==> src/rtl/click_and_long_press_detector_unit_assert.svh <==
// ----------------------------------------------------------------------------
// Assertion macros for the click and long-press detector
// Implication checks on the rising clock edge, off while reset is asserted.
// ----------------------------------------------------------------------------
`ifndef CLICK_AND_LONG_PRESS_DETECTOR_UNIT_ASSERT_SVH
`define CLICK_AND_LONG_PRESS_DETECTOR_UNIT_ASSERT_SVH

`ifndef ASSERT_OFF

// same-cycle implication
`define CLD_ASSERT_IMP(label, clk, rst_n, ante, cons) \
  label: assert property (@(posedge clk) disable iff (!rst_n) (ante) |-> (cons)) \
    else $error("assertion failed");

// next-cycle implication
`define CLD_ASSERT_NXT(label, clk, rst_n, ante, cons) \
  label: assert property (@(posedge clk) disable iff (!rst_n) (ante) |=> (cons)) \
    else $error("assertion failed");

`else

`define CLD_ASSERT_IMP(label, clk, rst_n, ante, cons)
`define CLD_ASSERT_NXT(label, clk, rst_n, ante, cons)

`endif

`endif

==> src/rtl/cldet_pkg.sv <==
// ----------------------------------------------------------------------------
// cldet_pkg
// Types and constants shared by the click and long-press detector.
// ----------------------------------------------------------------------------
package cldet_pkg;

  localparam int unsigned TimeW = 32;

  typedef enum logic [1:0] {
    KIND_PRESS   = 2'd0,
    KIND_RELEASE = 2'd1,
    KIND_POLL    = 2'd2
  } kind_e;

  typedef enum logic [1:0] {
    CFG_LONG_PRESS = 2'd0,
    CFG_CLICK_GAP  = 2'd1,
    CFG_DEBOUNCE   = 2'd2,
    CFG_MAX_CLICKS = 2'd3
  } cfg_idx_e;

  localparam logic [15:0] LongPressRst = 16'd5000;
  localparam logic [15:0] ClickGapRst  = 16'd600;
  localparam logic [9:0]  DebounceRst  = 10'd50;
  localparam logic [2:0]  MaxClicksRst = 3'd5;
  localparam logic [2:0]  ClickCap     = 3'd7;

  typedef struct packed {
    logic [15:0] hold_long_ms;
    logic [15:0] click_gap_ms;
    logic [9:0]  min_hold_ms;
    logic [2:0]  max_clicks;
  } cfg_t;

  typedef struct packed {
    logic [1:0]       kind;
    logic [TimeW-1:0] now_ms;
  } evt_t;

  typedef struct packed {
    logic       run_done;
    logic [2:0] run_clicks;
    logic       long_press;
  } res_t;

endpackage

==> src/rtl/cldet_core.sv <==
// ----------------------------------------------------------------------------
// cldet_core
// Button state and per-event decision logic; one event per enabled cycle.
// ----------------------------------------------------------------------------
`include "click_and_long_press_detector_unit_assert.svh"

module cldet_core (
  input  logic              clk_i,
  input  logic              rst_ni,
  input  logic              adv_i,
  input  cldet_pkg::evt_t   evt_i,
  input  cldet_pkg::cfg_t   cfg_i,
  output cldet_pkg::res_t   res_o
);

  logic [cldet_pkg::TimeW-1:0] press_start_q, press_start_d;
  logic [cldet_pkg::TimeW-1:0] release_time_q, release_time_d;
  logic                        is_pressed_q, is_pressed_d;
  logic                        long_fired_q, long_fired_d;
  logic [2:0]                  click_total_q, click_total_d;

  logic [cldet_pkg::TimeW-1:0] hold_dur;
  logic [cldet_pkg::TimeW-1:0] gap_dur;
  logic [2:0]                  click_inc;
  logic                        hold_long;
  cldet_pkg::res_t             res;

  assign hold_dur  = evt_i.now_ms - press_start_q;
  assign gap_dur   = evt_i.now_ms - release_time_q;
  assign click_inc = click_total_q + 3'd1;
  assign hold_long = hold_dur >= {{(cldet_pkg::TimeW-16){1'b0}}, cfg_i.hold_long_ms};

  always_comb begin
    press_start_d  = press_start_q;
    release_time_d = release_time_q;
    is_pressed_d   = is_pressed_q;
    long_fired_d   = long_fired_q;
    click_total_d  = click_total_q;
    res            = '0;
    case (evt_i.kind)
      cldet_pkg::KIND_PRESS: begin
        press_start_d = evt_i.now_ms;
        is_pressed_d  = 1'b1;
        long_fired_d  = 1'b0;
      end
      cldet_pkg::KIND_RELEASE: begin
        if (is_pressed_q) begin
          is_pressed_d = 1'b0;
          if (hold_dur >= {{(cldet_pkg::TimeW-10){1'b0}}, cfg_i.min_hold_ms}) begin
            if (hold_long && !long_fired_q) begin
              long_fired_d   = 1'b1;
              click_total_d  = '0;
              res.long_press = 1'b1;
            end else if (long_fired_q) begin
              long_fired_d = 1'b0;
            end else begin
              click_total_d  = click_inc;
              release_time_d = evt_i.now_ms;
              if (click_inc >= cfg_i.max_clicks || click_inc == cldet_pkg::ClickCap) begin
                res.run_done   = 1'b1;
                res.run_clicks = click_inc;
                click_total_d  = '0;
              end
            end
          end
        end
      end
      cldet_pkg::KIND_POLL: begin
        if (click_total_q != 3'd0 &&
            gap_dur >= {{(cldet_pkg::TimeW-16){1'b0}}, cfg_i.click_gap_ms}) begin
          res.run_done   = 1'b1;
          res.run_clicks = click_total_q;
          click_total_d  = '0;
        end
        if (is_pressed_q && !long_fired_q && hold_long) begin
          long_fired_d   = 1'b1;
          click_total_d  = '0;
          is_pressed_d   = 1'b0;
          res.long_press = 1'b1;
        end
      end
      default: begin
        res = '0;
      end
    endcase
  end

  assign res_o = res;

  always_ff @(posedge clk_i or negedge rst_ni) begin
    if (!rst_ni) begin
      press_start_q  <= '0;
      release_time_q <= '0;
      is_pressed_q   <= 1'b0;
      long_fired_q   <= 1'b0;
      click_total_q  <= '0;
    end else if (adv_i) begin
      press_start_q  <= press_start_d;
      release_time_q <= release_time_d;
      is_pressed_q   <= is_pressed_d;
      long_fired_q   <= long_fired_d;
      click_total_q  <= click_total_d;
    end
  end

  `CLD_ASSERT_IMP(a_done_has_clicks, clk_i, rst_ni, adv_i && res.run_done,
                  res.run_clicks != 3'd0)
  `CLD_ASSERT_NXT(a_long_closes, clk_i, rst_ni, adv_i && res.long_press,
                  !is_pressed_q && long_fired_q)
  `CLD_ASSERT_NXT(a_done_clears, clk_i, rst_ni, adv_i && res.run_done,
                  click_total_q == 3'd0)
  `CLD_ASSERT_NXT(a_press_opens, clk_i, rst_ni, adv_i && evt_i.kind == cldet_pkg::KIND_PRESS,
                  is_pressed_q && !long_fired_q)

endmodule

==> src/rtl/click_and_long_press_detector_unit.sv <==
// ----------------------------------------------------------------------------
// click_and_long_press_detector_unit
// Button multi-click and long-press detector with registered in/out stages.
// ----------------------------------------------------------------------------
// Input channel: in_valid_i / in_stall_o carry one button item (kind_i,
// now_ms_i). An item is taken at an edge with in_valid_i high and in_stall_o
// low. Every item yields exactly one result item on the output channel
// (run_done_o, run_clicks_o, long_press_o), taken at an edge with out_valid_o
// high and out_stall_i low.
// An item passes the input register, then the decision logic feeding the
// result register. One item per cycle is sustained while out_stall_i is low;
// the rate is set by the core, which updates its state as each item advances.
// Configuration: cfg_valid_i / cfg_ready_o with cfg_index_i selecting
// long-press time, click gap, debounce time, max clicks; ready is always high.
// Write configuration only while no item is in flight.
// Reset clears the button state and loads the default configuration; both
// stages come up empty. A stalled receiver holds the result register, and the
// input register fills and then raises in_stall_o.
// ----------------------------------------------------------------------------
`include "click_and_long_press_detector_unit_assert.svh"

module click_and_long_press_detector_unit (
  input  logic                        clk_i,
  input  logic                        rst_ni,
  input  logic                        in_valid_i,
  output logic                        in_stall_o,
  input  logic [1:0]                  kind_i,
  input  logic [cldet_pkg::TimeW-1:0] now_ms_i,
  output logic                        out_valid_o,
  input  logic                        out_stall_i,
  output logic                        run_done_o,
  output logic [2:0]                  run_clicks_o,
  output logic                        long_press_o,
  input  logic                        cfg_valid_i,
  output logic                        cfg_ready_o,
  input  logic [1:0]                  cfg_index_i,
  input  logic [15:0]                 cfg_wdata_i
);

  logic            in_valid_q, in_valid_d;
  cldet_pkg::evt_t evt_q;
  logic            out_valid_q, out_valid_d;
  cldet_pkg::res_t res_q;
  cldet_pkg::res_t res;
  cldet_pkg::cfg_t cfg_q;
  logic            adv;
  logic            in_take;

  assign adv         = in_valid_q && (!out_valid_q || !out_stall_i);
  assign in_stall_o  = in_valid_q && !adv;
  assign in_take     = in_valid_i && !in_stall_o;
  assign in_valid_d  = in_take || (in_valid_q && !adv);
  assign out_valid_d = adv || (out_valid_q && out_stall_i);
  assign cfg_ready_o = 1'b1;

  always_ff @(posedge clk_i or negedge rst_ni) begin
    if (!rst_ni) begin
      in_valid_q  <= 1'b0;
      out_valid_q <= 1'b0;
    end else begin
      in_valid_q  <= in_valid_d;
      out_valid_q <= out_valid_d;
    end
  end

  always_ff @(posedge clk_i) begin
    if (in_take) begin
      evt_q.kind   <= kind_i;
      evt_q.now_ms <= now_ms_i;
    end
    if (adv) begin
      res_q <= res;
    end
  end

  always_ff @(posedge clk_i or negedge rst_ni) begin
    if (!rst_ni) begin
      cfg_q.hold_long_ms <= cldet_pkg::LongPressRst;
      cfg_q.click_gap_ms <= cldet_pkg::ClickGapRst;
      cfg_q.min_hold_ms  <= cldet_pkg::DebounceRst;
      cfg_q.max_clicks   <= cldet_pkg::MaxClicksRst;
    end else if (cfg_valid_i) begin
      case (cfg_index_i)
        cldet_pkg::CFG_LONG_PRESS: cfg_q.hold_long_ms <= cfg_wdata_i;
        cldet_pkg::CFG_CLICK_GAP:  cfg_q.click_gap_ms <= cfg_wdata_i;
        cldet_pkg::CFG_DEBOUNCE:   cfg_q.min_hold_ms  <= cfg_wdata_i[9:0];
        cldet_pkg::CFG_MAX_CLICKS: cfg_q.max_clicks   <= cfg_wdata_i[2:0];
        default: begin
          cfg_q <= cfg_q;
        end
      endcase
    end
  end

  cldet_core u_core (
    .clk_i  (clk_i),
    .rst_ni (rst_ni),
    .adv_i  (adv),
    .evt_i  (evt_q),
    .cfg_i  (cfg_q),
    .res_o  (res)
  );

  assign out_valid_o  = out_valid_q;
  assign run_done_o   = res_q.run_done;
  assign run_clicks_o = res_q.run_clicks;
  assign long_press_o = res_q.long_press;

  `CLD_ASSERT_NXT(a_adv_fills_out, clk_i, rst_ni, adv, out_valid_q)
  `CLD_ASSERT_IMP(a_out_idle_zero, clk_i, rst_ni, out_valid_q && !res_q.run_done,
                  res_q.run_clicks == 3'd0)
  `CLD_ASSERT_NXT(a_out_hold, clk_i, rst_ni, out_valid_q && out_stall_i,
                  out_valid_q && $stable(res_q))

endmodule

==> config.mk <==
export PLATFORM = sky130hd
export DESIGN_NAME = click_and_long_press_detector_unit
export DESIGN_NICKNAME = d
export VERILOG_FILES = /design/src/rtl/cldet_pkg.sv /design/src/rtl/cldet_core.sv /design/src/rtl/click_and_long_press_detector_unit.sv
export VERILOG_INCLUDE_DIRS = /design/src /design/src/rtl
export SDC_FILE = /design/constraint.sdc
export NUM_CORES = 1
export LEC_CHECK = 0
export ABC_AREA = 1
export BUFFER_PORTS_ARGS = -buffer_cell sky130_fd_sc_hd__buf_4
export CORE_MARGIN = 5
export CORE_UTILIZATION = 45
export DETAILED_ROUTE_END_ITERATION = 10
export HOLD_SLACK_MARGIN = 0.02
export PLACE_DENSITY_LB_ADDON = 0.12
export SLEW_MARGIN = 20
export SYNTH_ARGS = -nofsm -noshare
export SYNTH_HDL_FRONTEND = slang
export SYNTH_HIERARCHICAL = 1
export SYNTH_SLANG_ARGS = --single-unit
export TNS_END_PERCENT = 1
==> constraint.sdc <==
create_clock -name clk_i -period 3.65 [get_ports clk_i]
set_clock_uncertainty 0.05 [all_clocks]
set_input_delay 0.365 -clock clk_i [delete_from_list [all_inputs] [get_ports clk_i]]
set_output_delay 0.365 -clock clk_i [all_outputs]
set_load 0.05 [all_outputs]
==> run summary <==
The run finished with clean final reports. Sorting the synthesized cells by area gives the leading types as sky130_fd_sc_hd__dfrtp_1, sky130_fd_sc_hd__nand2_1, sky130_fd_sc_hd__ha_1, sky130_fd_sc_hd__inv_1, sky130_fd_sc_hd__edfxtp_1. The longest clock path from root to sink contains 2 buffers. The logic depth of the worst register-to-register path came out at 22. Prior to clock tree synthesis, the placed netlist has a worst setup slack of -145 ps. Synthesis handed over a netlist of 1871 instances. The fraction of registers with async set or reset after synthesis came out at 0.748. Summed over all failing endpoints, the final setup total negative slack is 0 ps.

The tools report the critical hold path startpoint as now_ms_i[11]. Entering global routing, the biggest net connects 64 pins. The share of final-layout standard cells stronger than drive strength 1 was 0.166. From bottom edge to top edge, the die measures 176 microns. The logs give 0.505 for the relative max-transition margin and 315 uV for the worst IR drop on VDD. The logs give 0.459 for the initial cell density of the core and 7.02 mW for the total power. Dividing the detail-routed via count by the number of cells gives 4.91. The final worst setup slack was 81.7 ps; the horizontal extent of the die was 176 microns. After the flow finishes, the layout carries non-filler instances totaling 2401. The tools report the capture point of the critical path as run_clicks_o[0]$_DFFE_PP_. sky130_fd_sc_hd__dfrtp_1 takes more of the synthesized area than any other cell. Worst setup path startpoint: evt_q[0]$_DFFE_PP_. The count of nets left with antenna violations once routing finished came out at 0.

The number of warnings reported in the yosys synthesis log is 6, and the number of gates on the worst path with buffers counted is 22. The logs give 0 for the final count of pins violating max slew and 0.909 for the routability-driven placement congestion ratio. The placeable core area came out at 27100 sq um. The count of input and output buffers works out to 63. In this run the core area contains 60 standard-cell rows. CTS saw 155 sinks. The hold violation total from the final report was 0; the net count reported at finish was 2189.

The startpoint identified for the worst register-to-register timing path is evt_q[0]$_DFFE_PP_. The clock-pin transition on the worst setup and hold timing paths is 80 ps. The arrival time of the worst setup path was 3710 ps. The slowest stage of the critical path belongs to the cell sky130_fd_sc_hd__fa_2. 65 I/O pins were placed. Hold timing on the final database bottoms out at a slack of 48.3 ps. In this run the critical register-to-register path is captured at run_clicks_o[0]$_DFFE_PP_. In the synthesized netlist the dominant register cell turns out to be sky130_fd_sc_hd__dfrtp_1.

The initial antenna violation count came out at 0. For this run, the detailed router's first-pass iteration total came to 5. Register area share after synthesis: 0.329.

In this run, synthesis inferred 39 flip-flops with an integrated enable. The critical path goes through inv_2 -> ha_1 -> inv_2 -> fa_2 -> nand2_1 -> nand3_2 -> nand2_1 -> nand2_1 -> xor2_1 -> ha_1 -> nand2_1 -> nor2_1 -> a211oi_2 -> nand2_2 -> nor2_2 -> nand4_1 -> nor2_1 -> nand3_2 -> nand3_1 -> nand2_1 -> inv_1 -> nor2_1. The most numerous cell on the critical path is sky130_fd_sc_hd__nand2_1. The all-layer global routing usage is 0.229, and the H-tree depth is 4.

Number of global-route vias before repair: 11100. Detailed placement finished with a half-perimeter wire length of 27.9 mm. Based on the critical path, the design can be clocked at up to 280 MHz. In this run the worst path has a maximum fanout of 4.

Setup repair after global routing could not meet its margin everywhere. The synthesis-to-layout area growth was 21.6%. Setup violations remaining at the end of the flow were counted as 0. The worst setup path is launched from a flip-flop.

The worst setup path is captured at a flip-flop. The final design utilization came out at 0.558. Worst setup path category: flip-flop to flip-flop. In this run the cell area of the synthesized design comes to 12400 sq um. The count of maximum capacitance violations was 0. The post-route fraction of the period consumed by the critical path came out at 0.978. The routed design has 35.9 mm of wire. Clock tree root driver cell: sky130_fd_sc_hd__clkbuf_16. The number of buffers and inverters on the critical path is 3. Top-area cell type share of the netlist area: 0.205. The post-synthesis register bit count was 155. After the first detailed-routing iteration, the DRC count stood at 739. The diode insertion count for antenna repair is 0, and the post-route standard cell area excluding fillers is 15100 sq um.

For the worst setup path, the data required time is 3790 ps. In this run, placement finished with an instance count of 2356. The placed standard-cell area is 13900 sq um.

The class of the tightest hold or removal check is input port to flip-flop. Source-to-sink clock delay at the later pin of the worst-skew pair: 440 ps. The number of nets in the synthesized netlist is 2044.

The die outline area was 31100 sq um; the mean instance size in the synthesized netlist was 6.65 sq um. Counting the buffers created by CTS gives 17. The kind of cell with the highest combined delay on the critical path is simple AND/OR/NAND/NOR gates.

In the routed design, unresolved DRC markers number 0. In this run, distinct cell masters in the synthesized netlist total 41. The delay of the slowest cell on the worst path was 440 ps; the power per standard cell area was 464 nW/um^2. The clock period minus final worst setup slack came out at 3570 ps. The tools report the slack of the worst reg-to-reg path as 80 ps.

For the pin with the worst max-slew slack, the measured transition is 743 ps. The tools report the aggregate global routing overflow as 0. In the final routed layout, each cell accounts on average for 14.9 microns. For this design the static power due to leakage is 8.28 nW. TritonCTS built the clock tree.

Total via count after detailed routing: 11800. The global-route wire length before repair is 56.7 mm.
cells in the final DEF (no fill, tap or decap), drive strengths merged, types with 14 or more instances in the layout:
cell type	count
xor2	29
inv	367
dfstp	14
nand2	690
nand3	124
ha	114
buf	156
nor2	162
edfxtp	39
a21oi	94
nand4	46
clkbuf	21
dfrtp	102
registers in the layout (all words and copies together) (netlist names):
register	count
cfg_q	45
u_core/release_time_q	32
run_clicks_o	3
out_valid_o	1
u_core/click_total_q	3
u_core/long_fired_q	1
evt_q	34
run_done_o	1
u_core/is_pressed_q	1
long_press_o	1
in_valid_q	1
u_core/press_start_q	32
worst min path at each step:
stage	cells after the start	to
after floorplan	0	cfg_q[10]$_DFFE_PN0P_
after global placement	2	out_valid_o$_DFF_PN0_
after detailed placement	2	cfg_q[7]$_DFFE_PN1P_
after CTS	1	evt_q[19]$_DFFE_PP_
after global routing	1	evt_q[7]$_DFFE_PP_
final	1	evt_q[11]$_DFFE_PP_
cells by family after synthesis:
family          count (synthesis)  share of synthesized area
fa+ha+maj                     116                      0.118
compound gates                121                     0.0517
other cells                     1                   0.000302
mux                             1                   0.000905
xor+xnor                       34                     0.0239
buf+inv                       392                      0.124
simple gates                 1051                      0.352
flops                         155                      0.329
cell usage after synthesis (8+ instances only):
master and count:
sky130_fd_sc_hd__a21oi_1 94, sky130_fd_sc_hd__buf_2 9, sky130_fd_sc_hd__buf_4 9, sky130_fd_sc_hd__clkbuf_1 9
sky130_fd_sc_hd__dfrtp_1 102, sky130_fd_sc_hd__dfstp_2 14, sky130_fd_sc_hd__edfxtp_1 39, sky130_fd_sc_hd__ha_1 114
sky130_fd_sc_hd__inv_1 350, sky130_fd_sc_hd__inv_2 11, sky130_fd_sc_hd__nand2_1 679, sky130_fd_sc_hd__nand2_2 9
sky130_fd_sc_hd__nand3_1 122, sky130_fd_sc_hd__nand3b_1 8, sky130_fd_sc_hd__nand4_1 46, sky130_fd_sc_hd__nor2_1 151
sky130_fd_sc_hd__nor2_2 10, sky130_fd_sc_hd__nor3_1 9, sky130_fd_sc_hd__o21ai_0 11, sky130_fd_sc_hd__xor2_1 29
cell type report:
class	instances	area [sq um]
fillers	2671	12000
multi-input cells	1324	7380
flip-flops and latches	155	4090
inverters	361	1360
repair buffers	157	1270
clock buffers	21	472
well taps	372	465
clock inverters	11	82.6
layer usage:
metal  vias to the layer above  global-route usage  share of wire
met3                        36              0.0306          0.034
met4                         0              0.0526          0.016
met1                      5476               0.322           0.48
met5                         -                   0              0
li1                       6071                   -              -
met2                       203               0.376           0.47
power breakdown:
part | leakage (nW) | internal (mW) | switching [mW]
logic | 6.21 | 1.27 | 1.88
clock network | 0.275 | 0.940 | 0.813
registers | 1.79 | 2.00 | 0.119
total | 8.28 | 4.22 | 2.81
repair_timing:
item / CTS / global route
gates resized for setup: 9 / 103
setup buffers: 0 / 12
hold buffers: 1 / 0
cloned: 0 / 0
pin swaps: 0 / 44
endpoints found under the hold margin: 43 / 0
endpoints found under the setup margin: 38 / 42
Power figures use the tool's default switching activity.
